## src/sv/gpio_port_with_pin_interrupts_assert.svh

```systemverilog
// ---------------------------------------------------------------------------
// GPIO port assertion macros
// Shared concurrent assertion forms for the GPIO port modules.
// ---------------------------------------------------------------------------
`ifndef GPIO_PORT_WITH_PIN_INTERRUPTS_ASSERT_SVH
`define GPIO_PORT_WITH_PIN_INTERRUPTS_ASSERT_SVH

// Same-cycle implication, checked out of reset
`define GPIOPI_ASSERT_IMP(label, clk, rst_n, ante, cons) \
  label: assert property (@(posedge clk) disable iff (!rst_n) (ante) |-> (cons)) \
    else $error("gpio port assertion failed");

// Next-cycle implication, checked out of reset
`define GPIOPI_ASSERT_NXT(label, clk, rst_n, ante, cons) \
  label: assert property (@(posedge clk) disable iff (!rst_n) (ante) |=> (cons)) \
    else $error("gpio port assertion failed");

`endif

```

## src/sv/gpiopi_pkg.sv

```systemverilog
// ---------------------------------------------------------------------------
// GPIO port package
// Word types, command and register codes, and pin mask helper.
// ---------------------------------------------------------------------------
package gpiopi_pkg;

  localparam int FieldWidth   = 16;
  localparam int PinCountDflt = 16;

  // Item commands
  typedef enum logic [1:0] {
    CMD_IDLE  = 2'd0,
    CMD_READ  = 2'd1,
    CMD_WRITE = 2'd2
  } cmd_e;

  // Register word indexes
  typedef enum logic [3:0] {
    REG_DATA     = 4'd0,
    REG_DATAOUT  = 4'd1,
    REG_OUTENSET = 4'd4,
    REG_OUTENCLR = 4'd5,
    REG_ALTSET   = 4'd6,
    REG_ALTCLR   = 4'd7,
    REG_INTENSET = 4'd8,
    REG_INTENCLR = 4'd9,
    REG_TYPESET  = 4'd10,
    REG_TYPECLR  = 4'd11,
    REG_POLSET   = 4'd12,
    REG_POLCLR   = 4'd13,
    REG_STATUS   = 4'd14
  } reg_addr_e;

  // Input word
  typedef struct packed {
    logic [1:0]            cmd;
    logic [3:0]            addr;
    logic [FieldWidth-1:0] wdata;
    logic [FieldWidth-1:0] pins_in;
  } gpio_in_t;

  // Result word
  typedef struct packed {
    logic [FieldWidth-1:0] rdata;
    logic [FieldWidth-1:0] pins_out;
    logic [FieldWidth-1:0] pins_drive_enable;
    logic [FieldWidth-1:0] alt_select;
    logic                  irq;
  } gpio_out_t;

  // Interrupt controls handed to the detector
  typedef struct packed {
    logic [FieldWidth-1:0] enable;
    logic [FieldWidth-1:0] edge_type;
    logic [FieldWidth-1:0] polarity;
  } irq_ctrl_t;

  // Mask of pins that exist; pins beyond the field width are dropped
  function automatic logic [FieldWidth-1:0] present_pins(input int count);
    int     used;
    logic [63:0] full;
    used = (count > FieldWidth) ? FieldWidth : count;
    full = (64'd1 << used) - 64'd1;
    return full[FieldWidth-1:0];
  endfunction

endpackage

```

## src/sv/gpiopi_regs.sv

```systemverilog
// ---------------------------------------------------------------------------
// GPIO register file
// Control masks, set/clear decode, read mux and status clear mask.
// ---------------------------------------------------------------------------
`include "gpio_port_with_pin_interrupts_assert.svh"

module gpiopi_regs
  import gpiopi_pkg::*;
#(
  parameter int PIN_COUNT = PinCountDflt
) (
  input  logic                  clk_i,
  input  logic                  rst_ni,
  input  logic                  step_i,
  input  gpio_in_t              item_i,
  input  logic [FieldWidth-1:0] pending_i,
  output irq_ctrl_t             ctrl_o,
  output logic [FieldWidth-1:0] status_clr_o,
  output logic [FieldWidth-1:0] rdata_o,
  output logic [FieldWidth-1:0] out_data_o,
  output logic [FieldWidth-1:0] out_enable_o,
  output logic [FieldWidth-1:0] alt_func_o
);

  localparam logic [FieldWidth-1:0] PinMask = present_pins(PIN_COUNT);

  logic [FieldWidth-1:0] out_data_q, out_data_d;
  logic [FieldWidth-1:0] out_en_q, out_en_d;
  logic [FieldWidth-1:0] alt_q, alt_d;
  logic [FieldWidth-1:0] int_en_q, int_en_d;
  logic [FieldWidth-1:0] int_type_q, int_type_d;
  logic [FieldWidth-1:0] int_pol_q, int_pol_d;
  logic [FieldWidth-1:0] wd, pins, rd;
  logic                  is_wr;

  assign wd    = item_i.wdata & PinMask;
  assign pins  = item_i.pins_in & PinMask;
  assign is_wr = step_i && (item_i.cmd == CMD_WRITE);

  // Write decode
  always_comb begin
    out_data_d = out_data_q;
    out_en_d   = out_en_q;
    alt_d      = alt_q;
    int_en_d   = int_en_q;
    int_type_d = int_type_q;
    int_pol_d  = int_pol_q;
    if (is_wr) begin
      case (item_i.addr)
        REG_DATAOUT:  out_data_d = wd;
        REG_OUTENSET: out_en_d   = out_en_q | wd;
        REG_OUTENCLR: out_en_d   = out_en_q & ~wd;
        REG_ALTSET:   alt_d      = alt_q | wd;
        REG_ALTCLR:   alt_d      = alt_q & ~wd;
        REG_INTENSET: int_en_d   = int_en_q | wd;
        REG_INTENCLR: int_en_d   = int_en_q & ~wd;
        REG_TYPESET:  int_type_d = int_type_q | wd;
        REG_TYPECLR:  int_type_d = int_type_q & ~wd;
        REG_POLSET:   int_pol_d  = int_pol_q | wd;
        REG_POLCLR:   int_pol_d  = int_pol_q & ~wd;
        default: ;
      endcase
    end
  end

  // Read mux, contents from before the word
  always_comb begin
    case (item_i.addr)
      REG_DATA:                   rd = pins;
      REG_DATAOUT:                rd = out_data_q;
      REG_OUTENSET, REG_OUTENCLR: rd = out_en_q;
      REG_ALTSET, REG_ALTCLR:     rd = alt_q;
      REG_INTENSET, REG_INTENCLR: rd = int_en_q;
      REG_TYPESET, REG_TYPECLR:   rd = int_type_q;
      REG_POLSET, REG_POLCLR:     rd = int_pol_q;
      REG_STATUS:                 rd = pending_i;
      default:                    rd = '0;
    endcase
  end

  assign rdata_o      = (item_i.cmd == CMD_READ) ? rd : '0;
  assign status_clr_o = (is_wr && (item_i.addr == REG_STATUS)) ? wd : '0;

  // Detection uses controls from before the word
  assign ctrl_o.enable    = int_en_q;
  assign ctrl_o.edge_type = int_type_q;
  assign ctrl_o.polarity  = int_pol_q;

  assign out_data_o   = out_data_d;
  assign out_enable_o = out_en_d;
  assign alt_func_o   = alt_d;

  always_ff @(posedge clk_i or negedge rst_ni) begin
    if (!rst_ni) begin
      out_data_q <= '0;
      out_en_q   <= '0;
      alt_q      <= '0;
      int_en_q   <= '0;
      int_type_q <= '0;
      int_pol_q  <= '0;
    end else if (step_i) begin
      out_data_q <= out_data_d;
      out_en_q   <= out_en_d;
      alt_q      <= alt_d;
      int_en_q   <= int_en_d;
      int_type_q <= int_type_d;
      int_pol_q  <= int_pol_d;
    end
  end

  // Masks never hold absent pins; nothing changes without a word
  `GPIOPI_ASSERT_IMP(a_regs_masked, clk_i, rst_ni, 1'b1, ((out_en_q | alt_q | int_en_q) & ~PinMask) == '0)
  `GPIOPI_ASSERT_NXT(a_regs_hold, clk_i, rst_ni, !step_i, $stable(out_data_q) && $stable(int_en_q))

endmodule

```

## src/sv/gpiopi_irq.sv

```systemverilog
// ---------------------------------------------------------------------------
// GPIO interrupt detector
// Edge and level detection per pin, pending status and last pin sample.
// ---------------------------------------------------------------------------
`include "gpio_port_with_pin_interrupts_assert.svh"

module gpiopi_irq
  import gpiopi_pkg::*;
#(
  parameter int PIN_COUNT = PinCountDflt
) (
  input  logic                  clk_i,
  input  logic                  rst_ni,
  input  logic                  step_i,
  input  logic [FieldWidth-1:0] pins_i,
  input  irq_ctrl_t             ctrl_i,
  input  logic [FieldWidth-1:0] clr_i,
  output logic [FieldWidth-1:0] pending_q_o,
  output logic [FieldWidth-1:0] pending_d_o
);

  localparam logic [FieldWidth-1:0] PinMask = present_pins(PIN_COUNT);

  logic [FieldWidth-1:0] pending_q, pending_d;
  logic [FieldWidth-1:0] last_q;
  logic [FieldWidth-1:0] pins, rise, fall, edge_hit, level_hit, detect;

  // Detection
  assign pins      = pins_i & PinMask;
  assign rise      = pins & ~last_q;
  assign fall      = ~pins & last_q;
  assign edge_hit  = (rise & ctrl_i.polarity) | (fall & ~ctrl_i.polarity);
  assign level_hit = ~(pins ^ ctrl_i.polarity);
  assign detect    = ((edge_hit & ctrl_i.edge_type) | (level_hit & ~ctrl_i.edge_type))
                     & ctrl_i.enable & PinMask;

  // New detection wins over a same-word clear
  assign pending_d   = step_i ? (((pending_q & ~clr_i) | detect) & PinMask) : pending_q;
  assign pending_q_o = pending_q;
  assign pending_d_o = pending_d;

  always_ff @(posedge clk_i or negedge rst_ni) begin
    if (!rst_ni) begin
      pending_q <= '0;
      last_q    <= '0;
    end else if (step_i) begin
      pending_q <= pending_d;
      last_q    <= pins;
    end
  end

  `GPIOPI_ASSERT_NXT(a_irq_latch, clk_i, rst_ni, step_i && (detect != '0), pending_q != '0)
  `GPIOPI_ASSERT_NXT(a_irq_hold, clk_i, rst_ni, !step_i, $stable(pending_q) && $stable(last_q))

endmodule

```

## src/sv/gpio_port_with_pin_interrupts.sv

```systemverilog
// ---------------------------------------------------------------------------
// GPIO port with pin interrupts
// Top level: input register, register file, interrupt detector, result register.
// ---------------------------------------------------------------------------
// One word per clock while the output does not stall: each word (idle tick,
// read or write, with a pad sample) is captured in the input register,
// processed in a single pass through the register file and interrupt
// detector, and its result is taken into the output register when the output
// is free. While a result waits on a stalled output, one more word is taken
// into the input register; only then does the input stall.
`include "gpio_port_with_pin_interrupts_assert.svh"

module gpio_port_with_pin_interrupts
  import gpiopi_pkg::*;
#(
  parameter int PIN_COUNT = PinCountDflt
) (
  input  logic      clk_i,
  input  logic      rst_ni,
  input  logic      in_valid_i,
  output logic      in_stall_o,
  input  gpio_in_t  in_word_i,
  output logic      out_valid_o,
  input  logic      out_stall_i,
  output gpio_out_t out_word_o
);

  localparam logic [FieldWidth-1:0] PinMask = present_pins(PIN_COUNT);

  logic      in_valid_q, in_valid_d;
  gpio_in_t  in_q;
  logic      out_valid_q, out_valid_d;
  gpio_out_t out_q, out_d;
  logic      out_free, accept, step;

  irq_ctrl_t             ctrl;
  logic [FieldWidth-1:0] status_clr, pending_q, pending_d;

  // Handshake
  assign out_free    = !out_valid_q || !out_stall_i;
  assign in_stall_o  = in_valid_q && !out_free;
  assign accept      = in_valid_i && !in_stall_o;
  assign step        = in_valid_q && out_free;
  assign in_valid_d  = accept || (in_valid_q && !out_free);
  assign out_valid_d = step || (out_valid_q && out_stall_i);

  gpiopi_regs #(
    .PIN_COUNT(PIN_COUNT)
  ) u_regs (
    .clk_i        (clk_i),
    .rst_ni       (rst_ni),
    .step_i       (step),
    .item_i       (in_q),
    .pending_i    (pending_q),
    .ctrl_o       (ctrl),
    .status_clr_o (status_clr),
    .rdata_o      (out_d.rdata),
    .out_data_o   (out_d.pins_out),
    .out_enable_o (out_d.pins_drive_enable),
    .alt_func_o   (out_d.alt_select)
  );

  gpiopi_irq #(
    .PIN_COUNT(PIN_COUNT)
  ) u_irq (
    .clk_i       (clk_i),
    .rst_ni      (rst_ni),
    .step_i      (step),
    .pins_i      (in_q.pins_in),
    .ctrl_i      (ctrl),
    .clr_i       (status_clr),
    .pending_q_o (pending_q),
    .pending_d_o (pending_d)
  );

  assign out_d.irq = (pending_d != '0);

  // Control registers
  always_ff @(posedge clk_i or negedge rst_ni) begin
    if (!rst_ni) begin
      in_valid_q  <= 1'b0;
      out_valid_q <= 1'b0;
    end else begin
      in_valid_q  <= in_valid_d;
      out_valid_q <= out_valid_d;
    end
  end

  // Payload registers
  always_ff @(posedge clk_i) begin
    if (accept) begin
      in_q <= in_word_i;
    end
    if (step) begin
      out_q <= out_d;
    end
  end

  assign out_valid_o = out_valid_q;
  assign out_word_o  = out_q;

  `GPIOPI_ASSERT_NXT(a_top_keep_in, clk_i, rst_ni, in_valid_q && !out_free, in_valid_q)
  `GPIOPI_ASSERT_NXT(a_top_step_out, clk_i, rst_ni, step, out_valid_q)
  `GPIOPI_ASSERT_IMP(a_top_out_masked, clk_i, rst_ni, out_valid_q, ((out_q.pins_out | out_q.rdata) & ~PinMask) == '0)

endmodule

```

## config.mk

```make
export PLATFORM = sky130hd
export DESIGN_NAME = gpio_port_with_pin_interrupts
export DESIGN_NICKNAME = d
export VERILOG_FILES = /design/src/sv/gpiopi_pkg.sv /design/src/sv/gpiopi_regs.sv /design/src/sv/gpiopi_irq.sv /design/src/sv/gpio_port_with_pin_interrupts.sv
export VERILOG_INCLUDE_DIRS = /design/src /design/src/sv
export SDC_FILE = /design/constraint.sdc
export NUM_CORES = 1
export LEC_CHECK = 0
export BUFFER_PORTS_ARGS = -buffer_cell sky130_fd_sc_hd__buf_2
export CAP_MARGIN = 20
export CORE_ASPECT_RATIO = 1.75
export CORE_MARGIN = 3
export CORE_UTILIZATION = 40
export CTS_CLUSTER_SIZE = 10
export DETAILED_ROUTE_END_ITERATION = 16
export SLEW_MARGIN = 40
export SYNTH_ARGS = -nofsm -noshare
export SYNTH_HDL_FRONTEND = slang
export SYNTH_SLANG_ARGS = --single-unit
```

## constraint.sdc

```tcl
create_clock -name clk_i -period 6.8 [get_ports clk_i]
set_input_delay 0 -clock clk_i [delete_from_list [all_inputs] [get_ports clk_i]]
set_output_delay 0 -clock clk_i [all_outputs]
set_load 0.05 [all_outputs]
```

---- After elaboration in Yosys (flattened, before gate mapping) ----
Cells that the tools add are included.
operators by class
  equality and inequality tests ........... 14
  multiplexer cells ....................... 12
  bitwise logic cells ..................... 29
  reduce and logical (&&, ||, !) cells .... 26
operators with widths
  kind                  count
  $and A16 B16 Y16      13
  $pmux W16 S2          5
  $or A16 B16 Y16       8
  $pmux W16 S8          1
  $not A16 Y16          7
  $mux W16              6
  $eq A4 B4 Y1 const B  7
  $eq A4 B3 Y1 const B  4
  $reduce_bool A16 Y1   1
  $xor A16 B16 Y16      1
  $reduce_or A2 Y1      5
  $reduce_and A3 Y1     3
  $logic_and A1 B1 Y1   6
  $reduce_bool A2 Y1    3
  $eq A4 B1 Y1 const B  1
  $logic_not A1 Y1      4
  $logic_not A4 Y1      1
  $logic_or A1 B1 Y1    3
  $eq A2 B1 Y1 const B  1
  $eq A2 B2 Y1 const B  1
storage, ports and cells
  flip-flop bits (word level) ............. 233
  output and inout bits ................... 67
  word-level logic and storage cells ...... 100

---- Longest topological paths before layout ----
  depth in word-level cells ............... 11
  depth in mapped cells ................... 8
  mapped depth without buffers ............ 5

---- By module ----
Synthesis repeated with hierarchy kept, for this count alone.
unflattened totals
  cells, all modules ...................... 856
  area, all modules ....................... 10805.4 sq um
by module, submodules not included
  module                         times used  cells an instance  area each (sq um)  seq. area each (sq um)
  gpiopi_regs                    1           573                5756.8             2402.3
  gpio_port_with_pin_interrupts  1           116                3210.6             3143.0
  gpiopi_irq                     1           167                1838.0             800.8

---- Least setup slack after synthesis ----
Ideal clock, no wire load.
  path type ............................... reg-to-reg
  start point ............................. register out_valid_q, in the netlist out_valid_o
  end point ............................... register u_irq.last_q[10]
  arrival ................................. 2.503 ns
  required time ........................... 6.675 ns
  slack ................................... 4.172 ns
  cell stages (with the launch flop) ...... 5
  period minus slack after synthesis ...... 2.628 ns
  path through ............................ dfrtp_1 -> a21boi_2 -> buf_2 -> buf_2 -> mux2_2
on the way
  word-level cells in the longest chain between the ends .. 3
RTL lines
  item                      line                                 source
  start: declaration        gpio_port_with_pin_interrupts.sv:32  logic out_valid_q, out_valid_d;
  start signal: assignment  gpio_port_with_pin_interrupts.sv:85  out_valid_q <= out_valid_d;
  $logic_not A1 Y1          gpio_port_with_pin_interrupts.sv:40  assign out_free = !out_valid_q || !out_stall_i;
  $logic_or A1 B1 Y1        gpio_port_with_pin_interrupts.sv:40
  $logic_and A1 B1 Y1       gpio_port_with_pin_interrupts.sv:43  assign step = in_valid_q && out_free;
  end signal: assignment    gpiopi_irq.sv:48                     last_q <= pins;
  end: declaration          gpiopi_irq.sv:25                     logic [FieldWidth-1:0] last_q;
Every way passes these cells.
A chain may end at the register's enable or synchronous reset.

==> metrics.txt <==
# TYPE chip_impl_metric gauge
chip_impl_info{name="status",value="complete, no violations"} 1
chip_impl_metric{name="finalCriticalPeriod",unit="ns"} 3.05
chip_impl_metric{name="drive_gt1_frac",unit=""} 0.209
chip_impl_info{name="synthDominantAreaCellType",value="sky130_fd_sc_hd__dfrtp_1"} 1
chip_impl_metric{name="relSlewSlack",unit=""} 0.468
chip_impl_metric{name="power.sequential.fraction",unit=""} 0.492
chip_impl_metric{name="worstPathMaxFanout",unit=""} 51
chip_impl_metric{name="detail_route.wl_per_cell",unit="um"} 20.6
chip_impl_metric{name="seq_area_frac_synth",unit=""} 0.612
chip_impl_metric{name="grt_pass1_vias",unit=""} 7305
chip_impl_metric{name="cts.sinks",unit=""} 233
chip_impl_metric{name="worstPathRequired",unit="ns"} 7.05
chip_impl_info{name="tritoncts",value="built"} 1
chip_impl_metric{name="setup_total_negative_slack",unit="ns"} 0
chip_impl_metric{name="power_density_normalized_to_cell_area",unit="nW/um^2"} 294
chip_impl_metric{name="groute.usage.overall",unit=""} 0.196
chip_impl_metric{name="clockBufferDepth",unit=""} 3
chip_impl_metric{name="synth_fp_nets",unit=""} 903
chip_impl_metric{name="adder_cell_fraction_of_synth_area",unit=""} 0
chip_impl_metric{name="insertedDiodeCount",unit=""} 0
chip_impl_metric{name="detailedPlace.worstSlack",unit="ns"} 3.79
chip_impl_metric{name="drc",unit=""} 0
chip_impl_info{name="setup.worst_path.end",value="out_word_o[0]$_DFFE_PN_"} 1
chip_impl_metric{name="wire_length_of_the_first_global_routing_pass",unit="um"} 42400
chip_impl_info{name="yosys-top-cells-area",value="sky130_fd_sc_hd__dfrtp_1 31%, sky130_fd_sc_hd__edfxtp_1 30%, sky130_fd_sc_hd__mux2i_1 6.9%, sky130_fd_sc_hd__mux2_2 5.1%, sky130_fd_sc_hd__nand2_1 4.0%"} 1
chip_impl_metric{name="report.final.setup_viol",unit=""} 0
chip_impl_metric{name="ir_drop",unit="uV"} 186
chip_impl_info{name="rr_startpoint",value="in_q[33]$_DFFE_PP_"} 1
chip_impl_metric{name="synth_compound_gate_area_share",unit=""} 0.132
chip_impl_metric{name="fp-row-count",unit=""} 77
chip_impl_metric{name="total_standard_cell_area_after_synthesis",unit="um^2"} 10400
chip_impl_metric{name="top_level_ports",unit=""} 109
chip_impl_metric{name="dr.first_iter.drc_count",unit=""} 553
chip_impl_metric{name="yosys.area.top_type_share",unit=""} 0.314
chip_impl_metric{name="yosysWarningCount",unit=""} 0
chip_impl_info{name="crit_path_end_kind",value="flop"} 1
chip_impl_metric{name="finish.cell_count_without_fillers",unit=""} 1325
chip_impl_metric{name="p_comb_frac",unit=""} 0.153
chip_impl_metric{name="synthXorXnorAreaFrac",unit=""} 0
chip_impl_metric{name="area_growth",unit="%"} 19.4
chip_impl_metric{name="report.final.hold_viol_count",unit=""} 0
chip_impl_metric{name="detailedRoute.firstPassIterationCount",unit=""} 5
chip_impl_metric{name="p_leak",unit="nW"} 5.50
chip_impl_metric{name="postRouteAntennaNets",unit=""} 0
chip_impl_metric{name="vias_per_cell",unit=""} 5.49
chip_impl_metric{name="synth.ff_latch_count",unit=""} 233
chip_impl_metric{name="internal_power",unit="mW"} 2.60
chip_impl_metric{name="cts-htree-levels",unit=""} 1
chip_impl_info{name="cts_root_buf",value="sky130_fd_sc_hd__clkbuf_16"} 1
chip_impl_info{name="setup.worst_path.start_class",value="flop"} 1
chip_impl_metric{name="clk-insertion-delay-late",unit="ns"} 0.53
chip_impl_metric{name="design.final.nets",unit=""} 1032
chip_impl_metric{name="die_w",unit="um"} 128
chip_impl_metric{name="antenna_found_initial",unit=""} 0
chip_impl_metric{name="synth_area_per_cell",unit="um^2"} 12.0
chip_impl_metric{name="arrival",unit="ns"} 3.30
chip_impl_metric{name="netSwitchingPower",unit="mW"} 1.03
chip_impl_metric{name="synth.mux.area_fraction",unit=""} 0.122
chip_impl_info{name="worstReg2RegEnd",value="out_word_o[0]$_DFFE_PN_"} 1
chip_impl_metric{name="place_inst",unit=""} 1235
chip_impl_metric{name="power_switching_share",unit=""} 0.284
chip_impl_metric{name="finalWeightedCongestion",unit=""} 0.823
chip_impl_metric{name="placement.io_buffers",unit=""} 108
chip_impl_metric{name="design.core.area",unit="um^2"} 25400
chip_impl_metric{name="floorplan.die_area",unit="um^2"} 28000
chip_impl_info{name="main_combinational_cell_family_by_area_after_synthesis",value="compound AO/OA/AOI/OAI gates"} 1
chip_impl_metric{name="finClkSkew",unit="ns"} 0.0107
chip_impl_metric{name="clock.fmax",unit="MHz"} 328
chip_impl_metric{name="path_clk_slew",unit="ns"} 0.06
chip_impl_metric{name="initial_utilization",unit=""} 0.408
chip_impl_metric{name="yosys.area_share.simple",unit=""} 0.0877
chip_impl_metric{name="cts-buffers-inserted",unit=""} 27
chip_impl_info{name="criticalPathCategory",value="reg2reg"} 1
chip_impl_metric{name="fin_util",unit=""} 0.487
chip_impl_metric{name="grt_remaining_overflow",unit=""} 0
chip_impl_metric{name="route.vias.total",unit=""} 7280
chip_impl_metric{name="place.detailed.hpwl",unit="um"} 16900
chip_impl_metric{name="maxCapViolations",unit=""} 0
chip_impl_metric{name="grt_max_degree",unit=""} 73
chip_impl_metric{name="worstRegToRegCells",unit=""} 7
chip_impl_metric{name="worstMarginPinSlew",unit="ns"} 0.796
chip_impl_metric{name="timing_max_transition_violations_final",unit=""} 0
chip_impl_metric{name="drt_wl_total",unit="um"} 27300
chip_impl_info{name="setup.worst_path.start",value="in_q[33]$_DFFE_PP_"} 1
chip_impl_metric{name="synthesis.instances",unit=""} 861
chip_impl_metric{name="min_period_over_period",unit=""} 0.448
chip_impl_metric{name="postLayoutSetupSlackWorst",unit="ns"} 3.75
chip_impl_metric{name="pwr-share-clk",unit=""} 0.355
chip_impl_metric{name="post_synthesis_cell_type_count",unit=""} 42
chip_impl_info{name="hp-class",value="in2async"} 1
chip_impl_metric{name="reg2reg_setup_slack",unit="ns"} 3.75
chip_impl_metric{name="die_y",unit="um"} 219
chip_impl_info{name="rsz_0062_raised_after_global_routing",value="false"} 1
-- per-layer routing --
layer / routed length (um) / GRT usage / up-vias / part of all wire
li1: - / - / 3404 / -
met2: 14100 / 0.342 / 200 / 0.52
met5: 0 / 0 / - / 0
met1: 10800 / 0.245 / 3611 / 0.40
met3: 1220 / 0.0202 / 65 / 0.045
met4: 1140 / 0.0860 / 0 / 0.042
-- power groups by stage --
stage / Clock, mW / Sequential [mW] / Combinational (mW)
global route: 1.38 / 1.81 / 0.611
CTS: 1.32 / 1.79 / 0.562
detailed placement: 0 / 1.81 / 0.542
finish: 1.29 / 1.79 / 0.557
floorplan: 0 / 1.89 / 0.290
global placement: 0 / 1.81 / 0.528
-- synth_stat cells --
cell / instances
sky130_fd_sc_hd__dfrtp_1: 130
sky130_fd_sc_hd__nand2_1: 110
sky130_fd_sc_hd__edfxtp_1: 103
sky130_fd_sc_hd__mux2i_1: 72
sky130_fd_sc_hd__inv_1: 52
sky130_fd_sc_hd__o21ai_0: 51
sky130_fd_sc_hd__mux2_2: 47
sky130_fd_sc_hd__clkbuf_1: 38
sky130_fd_sc_hd__a21oi_1: 27
sky130_fd_sc_hd__buf_2: 27
sky130_fd_sc_hd__a22oi_1: 25
sky130_fd_sc_hd__a31oi_1: 22
sky130_fd_sc_hd__nor2_1: 19
sky130_fd_sc_hd__a22o_1: 18
sky130_fd_sc_hd__a32o_1: 17
sky130_fd_sc_hd__nand2b_1: 17
sky130_fd_sc_hd__nand4_1: 17
sky130_fd_sc_hd__a21boi_0: 16
sky130_fd_sc_hd__a221oi_1: 9
sky130_fd_sc_hd__a222oi_1: 6
sky130_fd_sc_hd__nor2b_1: 6
sky130_fd_sc_hd__a21o_1: 5
sky130_fd_sc_hd__nand3_1: 4
sky130_fd_sc_hd__nor4_1: 4
sky130_fd_sc_hd__and2_1: 2
sky130_fd_sc_hd__a21boi_2: 1
sky130_fd_sc_hd__a32oi_1: 1
sky130_fd_sc_hd__and3_1: 1
sky130_fd_sc_hd__and4_1: 1
sky130_fd_sc_hd__and4b_1: 1
sky130_fd_sc_hd__buf_1: 1
sky130_fd_sc_hd__buf_4: 1
sky130_fd_sc_hd__mux2_1: 1
sky130_fd_sc_hd__nand2_2: 1
sky130_fd_sc_hd__nand3b_1: 1
sky130_fd_sc_hd__nand4b_1: 1
sky130_fd_sc_hd__nor3b_2: 1
sky130_fd_sc_hd__nor4_2: 1
sky130_fd_sc_hd__nor4_4: 1
sky130_fd_sc_hd__nor4b_4: 1
sky130_fd_sc_hd__o22ai_1: 1
sky130_fd_sc_hd__o31ai_1: 1
-- critical path, cell delays in order (launching register included) --
cell and delay [ns]:
sky130_fd_sc_hd__edfxtp_1 0.32, sky130_fd_sc_hd__buf_4 0.47, sky130_fd_sc_hd__and4b_1 0.64, sky130_fd_sc_hd__buf_4 0.36, sky130_fd_sc_hd__nand4_1 0.12, sky130_fd_sc_hd__a32o_1 0.30, sky130_fd_sc_hd__nor4_1 0.37, sky130_fd_sc_hd__nand4_1 0.15
-- area by class of cell --
class / instances / area (um^2)
repair buffers: 167 / 1100
multi-input cells: 509 / 3590
clock inverters: 1 / 6.26
well taps: 316 / 395
inverters: 52 / 195
flip-flops and latches: 233 / 6350
clock buffers: 47 / 751
fillers: 2346 / 13000
-- what timing repair did --
action / 4_1_cts / 5_1_grt
hold buffers: 42 / 0
endpoints found under the hold margin: 113 / 0
gates resized for setup: 0 / 0
buffers inserted: 0 / 0
-- cell families after synthesis --
group	count (synthesis)
DFF	233
and+or+nand+nor	189
buffers and inverters	119
muxes	120
AOI/OAI and AO/OA	200
-- through the flow --
stage	total power, mW	area (um^2)	hold slack [ns]
6_report	3.64	12400	0.0804
5_1_grt	3.80	12400	0.126
4_1_cts	3.68	12400	0.0918
3_5_place_dp	2.35	11200	0.0778
3_3_place_gp	2.34	11200	0.178
2_1_floorplan	2.18	10400	-0.296
-- cell usage in the layout (no fill, tap or decap), types with 22 or more instances in the layout --
master                          netlist  routed
sky130_fd_sc_hd__o21ai_0             51      51
sky130_fd_sc_hd__mux2_2              47      47
sky130_fd_sc_hd__mux2i_1             72      72
sky130_fd_sc_hd__a22oi_1             25      25
sky130_fd_sc_hd__buf_2               27     107
sky130_fd_sc_hd__edfxtp_1           103     103
sky130_fd_sc_hd__dlygate4sd3_1        0      42
sky130_fd_sc_hd__dfrtp_1            130     130
sky130_fd_sc_hd__a31oi_1             22      22
sky130_fd_sc_hd__a21oi_1             27      27
sky130_fd_sc_hd__clkbuf_16            0      27
sky130_fd_sc_hd__inv_1               52      52
sky130_fd_sc_hd__nand2_1            110     110
-- worst min path at each step --
stage                                        to  slack [ns]  depth (start not counted)
2_1_floorplan        asynchronous set/reset pin       -0.30                          0
3_3_place_gp                 in_q[18]$_DFFE_PP_        0.18                          1
3_5_place_dp   u_regs.out_data_q[5]$_DFFE_PN0N_        0.08                          1
4_1_cts             u_irq.last_q[9]$_DFFE_PN0N_        0.09                          2
5_1_grt          u_regs.out_en_q[5]$_DFFE_PN0N_        0.13                          2
6_report       u_regs.out_data_q[5]$_DFFE_PN0N_        0.08                          2
Note: power is estimated with default switching activity, not from simulation.
